--- src/hdl/sfe_pkg.sv ---
// ----------------------------------------------------------------------------
// sfe_pkg
// shared types and constants of the spi register frame engine
// ----------------------------------------------------------------------------
package sfe_pkg;

  // item kinds on the input stream
  typedef enum logic [1:0] {
    CMD_START   = 2'd0,
    CMD_WORD    = 2'd1,
    CMD_RX_BYTE = 2'd2
  } cmd_e;

  // frame opcodes, bit 0 set means a write opcode
  typedef enum logic [1:0] {
    OPC_READ      = 2'd0,
    OPC_WRITE     = 2'd1,
    OPC_SEQ_READ  = 2'd2,
    OPC_SEQ_WRITE = 2'd3
  } opcode_e;

  localparam int unsigned OpcWriteBit = 0;

  // result status codes
  typedef enum logic [1:0] {
    STATUS_OK         = 2'd0,
    STATUS_ZERO_COUNT = 2'd1,
    STATUS_STRAY      = 2'd2
  } status_e;

  // jobs handed from the front to the back
  typedef enum logic [1:0] {
    JOB_HEADER,
    JOB_WORD,
    JOB_RX_WORD,
    JOB_ERROR
  } job_kind_e;

  localparam int unsigned JobDataW   = 56;
  localparam int unsigned IdxW       = 19;
  localparam int unsigned ShiftW     = 4;
  localparam int unsigned HdrLastIdx = 6;
  localparam int unsigned WordLastIdx = 3;
  localparam int unsigned PadLastIdx  = 4;
  localparam int unsigned FrameOverhead = 8;
  localparam int unsigned FirstDataRx   = 9;

  // input and output stream payload widths
  localparam int unsigned InDataW  = 96;
  localparam int unsigned OutDataW = 40;
  localparam int unsigned OutUserW = 4;

  localparam int unsigned QueueDepthDefault = 4;

  typedef struct packed {
    job_kind_e             kind;
    logic [JobDataW-1:0]   data;   // header msb first, tx word top, rx word low
    logic                  pad;    // word job also sends the pad byte
    status_e               status;
  } job_t;

  // control between queue and back end
  typedef struct packed {
    logic not_empty;
    job_t head;
  } queue_head_t;

endpackage

--- src/hdl/spi_register_frame_engine.sv ---
// ----------------------------------------------------------------------------
// spi_register_frame_engine
// master side byte engine for full duplex spi register access frames
// ----------------------------------------------------------------------------
// One input transfer is taken in every cycle while the job queue has room; the
// front end classifies it, updates the frame state and deskews received data
// in that same cycle. The back end then sends one result transfer per cycle
// while the output is ready, so a start item gives one transfer per header
// byte, a payload word one per word byte (plus one for the pad byte on the last
// word of a frame), a received byte at most one and an error exactly one.
// Sustained rate is set by the single output port: one result per cycle while
// the output is ready. The queue (QUEUE_DEPTH jobs) lets the input side keep
// going while results still wait on the output. read_shift is written over the
// cfg channel, always ready, and must only change while the engine is idle.
module spi_register_frame_engine #(
  parameter int unsigned QUEUE_DEPTH = sfe_pkg::QueueDepthDefault
) (
  input  logic                             clk_i,
  input  logic                             rst_ni,
  // configuration write channel, read_shift
  input  logic                             cfg_valid_i,
  output logic                             cfg_ready_o,
  input  logic [sfe_pkg::ShiftW-1:0]       cfg_data_i,
  // input item stream
  input  logic                             s_axis_tvalid,
  output logic                             s_axis_tready,
  // opcode[1:0], address[33:2], word_count[49:34], tx_word[81:50],
  // rx_byte[89:82], zero fill [95:90]
  input  logic [sfe_pkg::InDataW-1:0]      s_axis_tdata,
  // cmd[1:0]
  input  logic [1:0]                       s_axis_tuser,
  // result stream
  output logic                             m_axis_tvalid,
  input  logic                             m_axis_tready,
  // tx_out[7:0], rx_word[39:8]
  output logic [sfe_pkg::OutDataW-1:0]     m_axis_tdata,
  // tx_valid[0], rx_valid[1], status[3:2]
  output logic [sfe_pkg::OutUserW-1:0]     m_axis_tuser,
  output logic                             m_axis_tlast
);
  import sfe_pkg::*;

  logic [ShiftW-1:0] read_shift_q;
  logic              accept;
  logic              push;
  logic              pop;
  logic              full;
  job_t              job;
  queue_head_t       head;

  // config register, always ready
  assign cfg_ready_o = 1'b1;

  always_ff @(posedge clk_i or negedge rst_ni) begin
    if (!rst_ni) begin
      read_shift_q <= '0;
    end else if (cfg_valid_i) begin
      read_shift_q <= cfg_data_i;
    end
  end

  // input transfer whenever the queue has a free slot
  assign s_axis_tready = !full;
  assign accept        = s_axis_tvalid && s_axis_tready;

  sfe_front u_front (
    .clk_i        (clk_i),
    .rst_ni       (rst_ni),
    .accept_i     (accept),
    .cmd_i        (s_axis_tuser),
    .opcode_i     (s_axis_tdata[1:0]),
    .address_i    (s_axis_tdata[33:2]),
    .word_count_i (s_axis_tdata[49:34]),
    .tx_word_i    (s_axis_tdata[81:50]),
    .rx_byte_i    (s_axis_tdata[89:82]),
    .read_shift_i (read_shift_q),
    .push_o       (push),
    .job_o        (job)
  );

  sfe_queue #(
    .DEPTH (QUEUE_DEPTH)
  ) u_queue (
    .clk_i  (clk_i),
    .rst_ni (rst_ni),
    .push_i (push),
    .job_i  (job),
    .pop_i  (pop),
    .full_o (full),
    .head_o (head)
  );

  sfe_back u_back (
    .clk_i         (clk_i),
    .rst_ni        (rst_ni),
    .head_i        (head),
    .pop_o         (pop),
    .m_axis_tvalid (m_axis_tvalid),
    .m_axis_tready (m_axis_tready),
    .m_axis_tdata  (m_axis_tdata),
    .m_axis_tuser  (m_axis_tuser),
    .m_axis_tlast  (m_axis_tlast)
  );

endmodule

--- src/hdl/sfe_front.sv ---
// ----------------------------------------------------------------------------
// sfe_front
// accepts items, tracks the open frame, deskews received data, queues jobs
// ----------------------------------------------------------------------------
module sfe_front (
  input  logic                        clk_i,
  input  logic                        rst_ni,
  input  logic                        accept_i,
  input  logic [1:0]                  cmd_i,
  input  logic [1:0]                  opcode_i,
  input  logic [31:0]                 address_i,
  input  logic [15:0]                 word_count_i,
  input  logic [31:0]                 tx_word_i,
  input  logic [7:0]                  rx_byte_i,
  input  logic [sfe_pkg::ShiftW-1:0]  read_shift_i,
  output logic                        push_o,
  output sfe_pkg::job_t               job_o
);
  import sfe_pkg::*;

  logic              open_q, open_d;
  logic [1:0]        opc_q, opc_d;
  logic [15:0]       words_left_q, words_left_d;
  logic [IdxW-1:0]   len_q, len_d;
  logic [IdxW-1:0]   rx_idx_q, rx_idx_d;
  logic [23:0]       window_q, window_d;
  logic [31:0]       acc_q, acc_d;

  logic [23:0]       win_n;
  logic [IdxW-1:0]   rx_idx_inc;
  logic [7:0]        deskew_b;
  logic [31:0]       acc_b;
  logic [7:0]        x0, x1, x2, x3;
  logic [31:0]       wr_word;

  always_comb begin
    win_n      = {window_q[15:0], rx_byte_i};
    rx_idx_inc = rx_idx_q + IdxW'(1);
    deskew_b   = 8'(win_n >> (5'd16 - {1'b0, read_shift_i}));
    acc_b      = {acc_q[23:0], deskew_b};
    // final data byte, filled from the pad slot byte
    x0 = read_shift_i[3] ? win_n[7:0] : win_n[15:8];
    x1 = read_shift_i[2] ? {x0[3:0], win_n[7:4]} : x0;
    x2 = read_shift_i[1] ? {x1[5:0], win_n[7:6]} : x1;
    x3 = read_shift_i[0] ? {x2[6:0], win_n[7]}   : x2;
    wr_word = opc_q[OpcWriteBit] ? tx_word_i : 32'd0;
  end

  always_comb begin
    open_d       = open_q;
    opc_d        = opc_q;
    words_left_d = words_left_q;
    len_d        = len_q;
    rx_idx_d     = rx_idx_q;
    window_d     = window_q;
    acc_d        = acc_q;
    push_o       = 1'b0;
    job_o        = '{kind: JOB_ERROR, data: '0, pad: 1'b0, status: STATUS_STRAY};
    if (accept_i) begin
      push_o = 1'b1;
      case (cmd_i)
        CMD_START: begin
          if (word_count_i == 16'd0) begin
            job_o.status = STATUS_ZERO_COUNT;
          end else begin
            open_d       = 1'b1;
            opc_d        = opcode_i;
            words_left_d = word_count_i;
            len_d        = {1'b0, word_count_i, 2'b00} + IdxW'(FrameOverhead);
            rx_idx_d     = '0;
            window_d     = '0;
            acc_d        = '0;
            job_o.kind   = JOB_HEADER;
            job_o.status = STATUS_OK;
            job_o.data   = {6'd0, opcode_i, address_i, word_count_i};
          end
        end
        CMD_WORD: begin
          if (open_q && words_left_q != 16'd0) begin
            words_left_d = words_left_q - 16'd1;
            job_o.kind   = JOB_WORD;
            job_o.status = STATUS_OK;
            job_o.data   = {wr_word, 24'd0};
            job_o.pad    = (words_left_q == 16'd1);
            if (words_left_q == 16'd1 && rx_idx_q >= len_q) begin
              open_d = 1'b0;
            end
          end
        end
        CMD_RX_BYTE: begin
          if (open_q && rx_idx_q < len_q) begin
            push_o       = 1'b0;
            window_d     = win_n;
            rx_idx_d     = rx_idx_inc;
            job_o.kind   = JOB_RX_WORD;
            job_o.status = STATUS_OK;
            if (!opc_q[OpcWriteBit] && rx_idx_q >= IdxW'(FirstDataRx)) begin
              acc_d = acc_b;
              // a word completes every fourth data byte
              if (rx_idx_q[1:0] == 2'b00) begin
                push_o     = 1'b1;
                job_o.data = {24'd0, acc_b};
              end
              if (rx_idx_inc == len_q) begin
                acc_d      = {acc_b[23:0], x3};
                push_o     = 1'b1;
                job_o.data = {24'd0, acc_b[23:0], x3};
              end
            end
            if (words_left_q == 16'd0 && rx_idx_inc >= len_q) begin
              open_d = 1'b0;
            end
          end
        end
        default: begin
          job_o.status = STATUS_STRAY;
        end
      endcase
    end
  end

  always_ff @(posedge clk_i or negedge rst_ni) begin
    if (!rst_ni) begin
      open_q       <= 1'b0;
      opc_q        <= '0;
      words_left_q <= '0;
      len_q        <= '0;
      rx_idx_q     <= '0;
      window_q     <= '0;
      acc_q        <= '0;
    end else begin
      open_q       <= open_d;
      opc_q        <= opc_d;
      words_left_q <= words_left_d;
      len_q        <= len_d;
      rx_idx_q     <= rx_idx_d;
      window_q     <= window_d;
      acc_q        <= acc_d;
    end
  end

endmodule

--- src/hdl/sfe_queue.sv ---
// ----------------------------------------------------------------------------
// sfe_queue
// short job queue between front and back end
// ----------------------------------------------------------------------------
module sfe_queue #(
  parameter int unsigned DEPTH = sfe_pkg::QueueDepthDefault
) (
  input  logic                 clk_i,
  input  logic                 rst_ni,
  input  logic                 push_i,
  input  sfe_pkg::job_t        job_i,
  input  logic                 pop_i,
  output logic                 full_o,
  output sfe_pkg::queue_head_t head_o
);
  import sfe_pkg::*;

  localparam int unsigned PtrW = (DEPTH > 1) ? $clog2(DEPTH) : 1;
  localparam int unsigned CntW = $clog2(DEPTH + 1);

  job_t            mem_q [DEPTH];
  logic [PtrW-1:0] wr_ptr_q, wr_ptr_d;
  logic [PtrW-1:0] rd_ptr_q, rd_ptr_d;
  logic [CntW-1:0] count_q, count_d;

  always_comb begin
    wr_ptr_d = wr_ptr_q;
    rd_ptr_d = rd_ptr_q;
    count_d  = count_q;
    if (push_i) begin
      wr_ptr_d = (wr_ptr_q == PtrW'(DEPTH - 1)) ? '0 : wr_ptr_q + PtrW'(1);
    end
    if (pop_i) begin
      rd_ptr_d = (rd_ptr_q == PtrW'(DEPTH - 1)) ? '0 : rd_ptr_q + PtrW'(1);
    end
    if (push_i && !pop_i) begin
      count_d = count_q + CntW'(1);
    end else if (pop_i && !push_i) begin
      count_d = count_q - CntW'(1);
    end
  end

  assign full_o           = (count_q == CntW'(DEPTH));
  assign head_o.not_empty = (count_q != '0);
  assign head_o.head      = mem_q[rd_ptr_q];

  always_ff @(posedge clk_i or negedge rst_ni) begin
    if (!rst_ni) begin
      wr_ptr_q <= '0;
      rd_ptr_q <= '0;
      count_q  <= '0;
    end else begin
      wr_ptr_q <= wr_ptr_d;
      rd_ptr_q <= rd_ptr_d;
      count_q  <= count_d;
    end
  end

  always_ff @(posedge clk_i) begin
    if (push_i) begin
      mem_q[wr_ptr_q] <= job_i;
    end
  end

endmodule

--- src/hdl/sfe_back.sv ---
// ----------------------------------------------------------------------------
// sfe_back
// expands queued jobs into result transfers through an output register
// ----------------------------------------------------------------------------
module sfe_back (
  input  logic                              clk_i,
  input  logic                              rst_ni,
  input  sfe_pkg::queue_head_t              head_i,
  output logic                              pop_o,
  output logic                              m_axis_tvalid,
  input  logic                              m_axis_tready,
  output logic [sfe_pkg::OutDataW-1:0]      m_axis_tdata,
  output logic [sfe_pkg::OutUserW-1:0]      m_axis_tuser,
  output logic                              m_axis_tlast
);
  import sfe_pkg::*;

  logic [2:0]              idx_q, idx_d;
  logic                    valid_q, valid_d;
  logic [OutDataW-1:0]     data_q;
  logic [OutUserW-1:0]     user_q;
  logic                    last_q;

  logic                    emit;
  logic                    is_last;
  logic [2:0]              last_idx;
  logic [JobDataW-1:0]     shifted;
  logic                    tx_v, rx_v;
  logic [7:0]              tx_byte;
  logic [31:0]             rx_w;
  status_e                 st;

  always_comb begin
    case (head_i.head.kind)
      JOB_HEADER: last_idx = 3'(HdrLastIdx);
      JOB_WORD:   last_idx = head_i.head.pad ? 3'(PadLastIdx) : 3'(WordLastIdx);
      default:    last_idx = 3'd0;
    endcase
    is_last = (idx_q == last_idx);
    emit    = head_i.not_empty && (!valid_q || m_axis_tready);
    pop_o   = emit && is_last;
    shifted = head_i.head.data << {idx_q, 3'b000};
    tx_v    = (head_i.head.kind == JOB_HEADER) || (head_i.head.kind == JOB_WORD);
    rx_v    = (head_i.head.kind == JOB_RX_WORD);
    tx_byte = tx_v ? shifted[JobDataW-1 -: 8] : 8'd0;
    rx_w    = rx_v ? head_i.head.data[31:0] : 32'd0;
    st      = (head_i.head.kind == JOB_ERROR) ? head_i.head.status : STATUS_OK;

    idx_d   = idx_q;
    valid_d = valid_q;
    if (m_axis_tready) begin
      valid_d = 1'b0;
    end
    if (emit) begin
      valid_d = 1'b1;
      idx_d   = is_last ? 3'd0 : idx_q + 3'd1;
    end
  end

  always_ff @(posedge clk_i or negedge rst_ni) begin
    if (!rst_ni) begin
      idx_q   <= '0;
      valid_q <= 1'b0;
    end else begin
      idx_q   <= idx_d;
      valid_q <= valid_d;
    end
  end

  always_ff @(posedge clk_i) begin
    if (emit) begin
      data_q <= {rx_w, tx_byte};
      user_q <= {st, rx_v, tx_v};
      last_q <= is_last;
    end
  end

  assign m_axis_tvalid = valid_q;
  assign m_axis_tdata  = data_q;
  assign m_axis_tuser  = user_q;
  assign m_axis_tlast  = last_q;

endmodule

--- config.mk ---
export PLATFORM = sky130hd
export DESIGN_NAME = spi_register_frame_engine
export DESIGN_NICKNAME = d
export VERILOG_FILES = /design/src/hdl/sfe_pkg.sv /design/src/hdl/spi_register_frame_engine.sv /design/src/hdl/sfe_front.sv /design/src/hdl/sfe_queue.sv /design/src/hdl/sfe_back.sv
export SDC_FILE = /design/constraint.sdc
export NUM_CORES = 1
export LEC_CHECK = 0
export ABC_AREA = 0
export BUFFER_PORTS_ARGS = -buffer_cell sky130_fd_sc_hd__clkbuf_2
export CAP_MARGIN = 10
export CORE_MARGIN = 2
export CORE_UTILIZATION = 55
export CTS_CLUSTER_SIZE = 20
export DETAILED_ROUTE_END_ITERATION = 12
export PLACE_DENSITY_LB_ADDON = 0.2
export SLEW_MARGIN = 10
export SYNTH_ARGS = -nofsm -noshare
export SYNTH_HDL_FRONTEND = slang
export SYNTH_HIERARCHICAL = 1
export SYNTH_SLANG_ARGS = --single-unit
--- constraint.sdc ---
create_clock -name clk_i -period 5.4 [get_ports clk_i]
set_input_delay 1.08 -clock clk_i [delete_from_list [all_inputs] [get_ports clk_i]]
set_output_delay 1.08 -clock clk_i [all_outputs]
set_load 0.1 [all_outputs]
==> impl_metrics.py, run 1 <==
metrics = {
    "routing": {
        "wl_per_cell_um": 22.5,
        "drt_iter0_markers": 1053,
        "via_count": 13000,
        "drtAntennaViolNets": 0,
        "routed_wl_um": 47700,
        "dr.pass1.iters": 5,
        "vias_per_cell": 6.12,
        "drc_errors": 0,
    },
    "job": {
        "maxCapViolations": 0,
    },
    "worst_setup_path": {
        "cp.arrival_ns": 5.23,
        "cp-end-kind": "flip-flop",
        "path_class": "flip-flop to flip-flop",
        "path_max_fanout": 9,
        "startpoint_type": "flip-flop",
        "required_ns": 5.88,
    },
    "place": {
        "portBuffers": 147,
        "dp_hpwl_um": 33100,
        "place_area_um2": 20900,
        "dpl_worst_slack_ns": 0.662,
        "gp_congestion": 0.930,
    },
    "cts": {
        "insertion_delay_ns": 0.56,
        "clk_pin_slew_ns": 0.06,
        "clock_sinks": 398,
        "cts_tree": "done",
        "root_buffer": "clkbuf_16",
        "cts_hold_buf": 0,
        "cts_buffer_depth": 3,
        "cts_inserted_buffers": 42,
        "cts_setup_buffers": 0,
        "cts_max_level": 2,
        "ctsResizeCount": 0,
    },
    "synthesis": {
        "synth_ff_type": "edfxtp_1",
        "ys.warnings.count": 6,
        "synthArstFlopShare_pct": 27.4,
        "synth_seq_cells": 398,
        "synth_edf_count": 289,
        "avgSynthCellArea_um2": 13.2,
        "seq_area_frac_synth_pct": 57.5,
        "syn_nets": 1665,
        "ys_types": 78,
        "netlist_area_um2": 19800,
        "synth_cells": 1505,
    },
    "global_route": {
        "overflow": 0,
        "grt_first_pass_wirelength_um": 74700,
        "grt_max_degree": 78,
        "antenna_found_initial": 0,
        "grt_usage_pct": 25.5,
        "grt_pass1_vias": 12800,
    },
    "sta": {
        "final.period_utilization_pct": 88.1,
        "hold_ws_ns": 0.479,
        "worst_pin_slew_ns": 1.11,
        "rsz0062_at_grt": "no",
        "hold_violations": 0,
        "fmax_mhz": 210,
        "finalSetupViolCount": 0,
        "setup_slack_ns": 0.645,
        "report.final.slew_viol_count": 0,
        "layout_min_cycle_time_ns": 4.75,
        "timing.setup.tns_ns": 0,
        "slew_headroom_pct": 25.9,
        "finClkSkew_ns": 0.0188,
    },
    "power": {
        "power.switching_mw": 4.58,
        "powerDensity_nw_per_um2": 527,
        "switching_share_pct": 39.2,
        "peakVddDrop_mv": 0.677,
        "p_leak_nw": 8.55,
        "intPower_mw": 7.10,
        "pwr-share-comb_pct": 37.7,
        "seqPwrFrac_pct": 38.8,
        "clkPwrFrac_pct": 23.5,
    },
    "floorplan": {
        "core_um2": 35600,
        "die_w_um": 194,
        "pin_count": 155,
        "dieArea_um2": 37600,
        "fp-row-count": 69,
        "initial_core_util_pct": 55.8,
        "die_h_um": 194,
    },
    "finish": {
        "fin_area_um2": 22200,
        "final_net_count": 1791,
        "antennaDiodeCount": 0,
        "area_growth_pct": 11.8,
        "drive_gt1_share_pct": 22.4,
    },
    "outcome": {
        "outcome": "finished, final reports clean",
    },
    "worst_hold_path": {
        "min_path_type": "flip-flop to flip-flop",
    },
}
==> cells in the mapped netlist, drive strengths merged (3+ instances only) <==
cell type	count	share of area, %
a211oi	10	0.58
a21boi	3	0.11
a21o	9	0.35
a21oi	71	1.8
a22o	16	0.71
a22oi	36	1.4
a31oi	5	0.16
a32oi	4	0.18
and2	45	1.4
and3	19	0.60
and4	8	0.35
buf	42	1.7
clkbuf	51	1.1
dfrtp	109	14
edfxtp	289	44
ha	52	3.3
inv	44	0.83
mux2	35	2.1
mux2i	64	3.2
mux4	76	8.7
nand2	142	2.7
nand2b	11	0.35
nand3	31	0.78
nand4	18	0.57
nor2	97	1.9
nor2b	3	0.095
nor3	5	0.18
nor3b	3	0.11
nor4	13	0.44
o211ai	4	0.15
o21a	4	0.15
o21ai	82	2.1
o22a	4	0.18
o22ai	12	0.38
o2bb2ai	6	0.26
o31ai	8	0.33
o32ai	4	0.18
or3	6	0.20
or4	5	0.19
xnor2	19	0.84
xor2	16	0.71
==> registers in the layout, summed over array words and instances, names as in the netlist <==
| name | cells |
|---|---|
| u_back/idx_q | 3 |
| u_queue/mem_q | 244 |
| u_front/rx_idx_q | 19 |
| u_front/window_q | 16 |
| u_queue/wr_ptr_q | 2 |
| u_front/words_left_q | 16 |
| u_front/opc_q | 1 |
| u_front/len_q | 17 |
| u_back/m_axis_tvalid | 1 |
| u_queue/rd_ptr_q | 2 |
| u_back/m_axis_tuser | 4 |
| u_front/acc_q | 24 |
| u_front/open_q | 1 |
| read_shift_q | 4 |
| u_back/m_axis_tlast | 1 |
| u_back/m_axis_tdata | 40 |
| u_queue/count_q | 3 |
==> power groups by stage <==
| stage | registers, mW | clock network, mW | logic, mW |
|---|---|---|---|
| 2_1_floorplan | 5.57 | 0 | 2.42 |
| 3_3_place_gp | 4.55 | 0 | 4.36 |
| 3_5_place_dp | 4.59 | 0 | 4.41 |
| 4_1_cts | 4.54 | 2.79 | 4.43 |
| 5_1_grt | 4.61 | 2.91 | 4.68 |
| 6_report | 4.53 | 2.74 | 4.40 |
==> layer usage <==
layer  vias up  track usage (%)  wire length [um]
li1       5987                -                 -
met1      6504             35.6             20600
met2       427             42.1             23200
met3        76             3.65              2630
met4         0             7.46              1200
met5         -                0                 0
==> per-stage QoR <==
step,utilization [%],power (mW),cells
4_1_cts,62.4,11.8,2123
6_report,62.4,11.7,2123
3_5_place_dp,58.7,9.00,2048
3_3_place_gp,58.7,8.90,2048
2_1_floorplan,-,8.00,1505
5_1_grt,62.4,12.2,2123
==> path summary, 6_finish.rpt <==
path	start	end	slack (ns)	cells past startpoint
min in group asynchronous	rst_ni	u_front/len_q[6]	0.73	1
max	u_front/rx_idx_q[0]	u_queue/count_q[2]	0.65	18
max in group asynchronous	rst_ni	u_front/acc_q[4]	3.60	2
min reg2reg	u_queue/count_q[2]	u_queue/count_q[2]	0.48	1
min	u_queue/count_q[2]	u_queue/count_q[2]	0.48	1
max reg2reg	u_front/rx_idx_q[0]	u_queue/count_q[2]	0.65	18
==> cells by family (layout without fill, tap and decap cells) <==
kind of cell             count (synthesis)  in the layout  synth area share (%)
AO/OA/AOI/OAI                          292            292                  9.72
buffers and inverters                  137            294                  3.61
adder cells (fa/ha/maj)                 53             53                  3.38
other                                    1              1                0.0189
XOR/XNOR                                35             35                  1.55
AND/OR/NAND/NOR                        414            414                  10.2
flip-flops                             398            398                  57.5
multiplexers                           175            175                  14.0
==> worst max-delay path: stages (launching register included) <==
cell and delay [ns]:
dfrtp_1 0.44, ha_1 0.29, and4_1 0.31, nand3_1 0.20, or2_2 0.39, nor2_1 0.23
xor2_1 0.11, ha_1 0.30, nand4_1 0.18, or3_1 0.39, nor2_1 0.15, o21a_1 0.23
o31a_1 0.36, ha_1 0.25, inv_1 0.06, fa_1 0.37, xor2_1 0.16, nor2_1 0.11
xor2_1 0.14
==> cell usage in the layout, fill, tap and decap left out, types with 36 or more instances in the layout <==
master and instances:
a21oi_1 71, a22oi_1 36, and2_1 40, clkbuf_16 42, clkbuf_2 146, dfrtp_1 107, edfxtp_1 289, ha_1 52
inv_1 41, mux2i_1 64, mux4_2 73, nand2_1 142, nor2_1 94, o21ai_0 70
==> cell type report <==
type	instances	area, um^2
Clock buffer	50	1080
Clock inverter	25	218
Fill cell	2723	13400
Inverter	44	165
Multi-Input combinational cell	970	7720
Sequential cell	398	11400
Tap cell	461	577
Timing Repair Buffer	175	1010
Note: power is estimated with default switching activity, not from simulation.
==> inputs of run 2 (changes only) <==
- CORE_ASPECT_RATIO: unset -> 0.6
==> run 2 against run 1 <==
  * Cell area about the same
  * Sequential cell count unchanged
  * Combinational power rose by 5.2%
  * Critical path type unchanged
  * Clock skew grew 0.0072 ns
  * Core utilization up 0.56 points
  * Global-route usage increased by 2.3 points
  * Largest power group is now combinational cells
  * Routed wire length increased by 8.7%
==> impl_metrics.py, run 2 (synthesized netlist as in run 1, its figures left out) <==
metrics = {
    "outcome": {
        "outcome": "finished, final reports clean",
    },
    "power": {
        "p_total_mw": 11.9,
        "p_leak_nw": 8.56,
        "switching_share_pct": 40.1,
        "powerDensity_nw_per_um2": 536,
        "intPower_mw": 7.14,
        "peakVddDrop_mv": 0.314,
        "power.switching_mw": 4.77,
        "clkPwrFrac_pct": 23.2,
        "pwr-share-comb_pct": 38.9,
        "seqPwrFrac_pct": 37.9,
    },
    "routing": {
        "dr.pass1.iters": 8,
        "via_count": 13500,
        "wl_met1_um": 24200,
        "drc_errors": 0,
        "met3_length_um": 5780,
        "wl_per_cell_um": 24.3,
        "drtAntennaViolNets": 0,
        "routed_wl_um": 51900,
        "top_layer": "met4",
        "vias_per_cell": 6.36,
        "wl_met2_um": 21000,
        "drt_iter0_markers": 1646,
    },
    "sta": {
        "fmax_mhz": 199,
        "slew_headroom_pct": 25.4,
        "hold_ws_ns": 0.512,
        "finClkSkew_ns": 0.0260,
        "finalSetupViolCount": 0,
        "rsz0062_at_grt": "no",
        "final.period_utilization_pct": 93.2,
        "layout_min_cycle_time_ns": 5.03,
        "hold_violations": 0,
        "report.final.slew_viol_count": 0,
        "timing.setup.tns_ns": 0,
        "worst_pin_slew_ns": 1.11,
    },
    "finish": {
        "top_register": "u_queue/mem_q",
        "layout_commonest_cell": "edfxtp_1",
        "final_cell_mix": "edfxtp_1, clkbuf_2, nand2_1",
        "fillers": 2666,
        "drive_gt1_share_pct": 22.7,
        "largest_reg_flops": 244,
        "instances_no_fill": 2131,
        "multi_input_area_um2": 7720,
        "area_growth_pct": 11.9,
        "final_net_count": 1792,
        "seqCellArea_um2": 11400,
    },
    "cts": {
        "clock_sinks": 398,
        "cts_max_level": 2,
        "cts_tree": "done",
        "cts_inserted_buffers": 38,
        "insertion_delay_ns": 0.56,
        "cts_hold_buf": 0,
        "cts_setup_buffers": 0,
        "ctsResizeCount": 0,
        "clk_pin_slew_ns": 0.07,
        "root_buffer": "clkbuf_16",
        "cts_buffer_depth": 3,
    },
    "global_route": {
        "overflow": 0,
        "grt_first_pass_wirelength_um": 78200,
        "grt_pass1_vias": 12700,
        "antenna_found_initial": 3,
        "grt_usage_pct": 27.8,
        "grt_max_degree": 62,
    },
    "worst_setup_path": {
        "startpoint_type": "flip-flop",
        "path_class": "flip-flop to flip-flop",
        "required_ns": 5.64,
        "cpPeakStageDelay_ns": 0.68,
        "crit_slowest_cell": "and2_2",
        "path_buf_inv": 1,
        "crit_chain": "ha_1 > and4_1 > nand3_1 > or2_2 > nor2_1 > xor2_1 > ha_1 > nand4_1 > or3_1 > nor2_1 > o21a_1 > o31a_1 > and2_2 > buf_4",
        "path_max_fanout": 21,
        "cp.arrival_ns": 5.27,
        "r2r_setup_slack_ns": 0.37,
        "cp-end-kind": "flip-flop",
        "cp_top_family": "simple AND/OR/NAND/NOR gates",
    },
    "floorplan": {
        "die_w_um": 249,
        "fp-row-count": 53,
        "initial_core_util_pct": 56.2,
        "core_um2": 35300,
        "pin_count": 155,
        "die_h_um": 151,
        "dieArea_um2": 37600,
    },
    "place": {
        "gp_congestion": 0.922,
        "dp_hpwl_um": 36400,
        "dp_cells": 2059,
        "portBuffers": 147,
    },
    "job": {
        "maxCapViolations": 0,
    },
    "worst_hold_path": {
        "min_path_type": "input port to async pin",
    },
}
run 2: path summary, 6_finish.rpt:
| path | from | endpoint | cells past startpoint |
|---|---|---|---|
| setup / recovery | u_front/rx_idx_q[0] | u_queue/mem_q[1][59] | 14 |
| hold / removal | rst_ni | u_front/acc_q[12] | 1 |
| setup reg to reg | u_front/rx_idx_q[0] | u_queue/mem_q[1][59] | 14 |
| hold reg to reg | u_front/acc_q[21] | u_front/acc_q[21] | 1 |
| max in group asynchronous | rst_ni | u_back/idx_q[1] | 2 |
| min in group clk_i | u_front/acc_q[21] | u_front/acc_q[21] | 1 |
run 2: metrics by stage:
| stage | setup WS (ns) | instance area (um^2) | util, % |
|---|---|---|---|
| detailed placement | 0.525 | 20900 | 59.3 |
| CTS | 0.474 | 22200 | 62.9 |
| finish | 0.368 | 22200 | 62.9 |
| global placement | 0.635 | 20900 | 59.3 |
| global route | 0.159 | 22200 | 62.9 |
| floorplan | 0.242 | 19800 | - |
run 2: area by class of cell:
cell class                      count  area share, %
Sequential cell                   398           51.4
Timing Repair Buffer              180           4.67
Clock buffer                       49           4.66
Inverter                           44          0.744
Tap cell                          467           2.63
Clock inverter                     21           1.09
Antenna cell                        2         0.0225
Multi-Input combinational cell    970           34.8
run 2: power groups by stage:
stage | Sequential [mW] | Clock (mW) | Combinational [mW]
global route | 4.60 | 2.93 | 4.89
floorplan | 5.57 | 0 | 2.42
finish | 4.52 | 2.76 | 4.63
global placement | 4.53 | 0 | 4.51
CTS | 4.52 | 2.80 | 4.59
detailed placement | 4.57 | 0 | 4.57
run 2: per-layer routing:
layer,vias to the layer above,track usage [%]
li1,5981,-
met1,6742,44.3
met2,755,37.5
met3,70,7.61
met4,0,6.42
met5,-,0
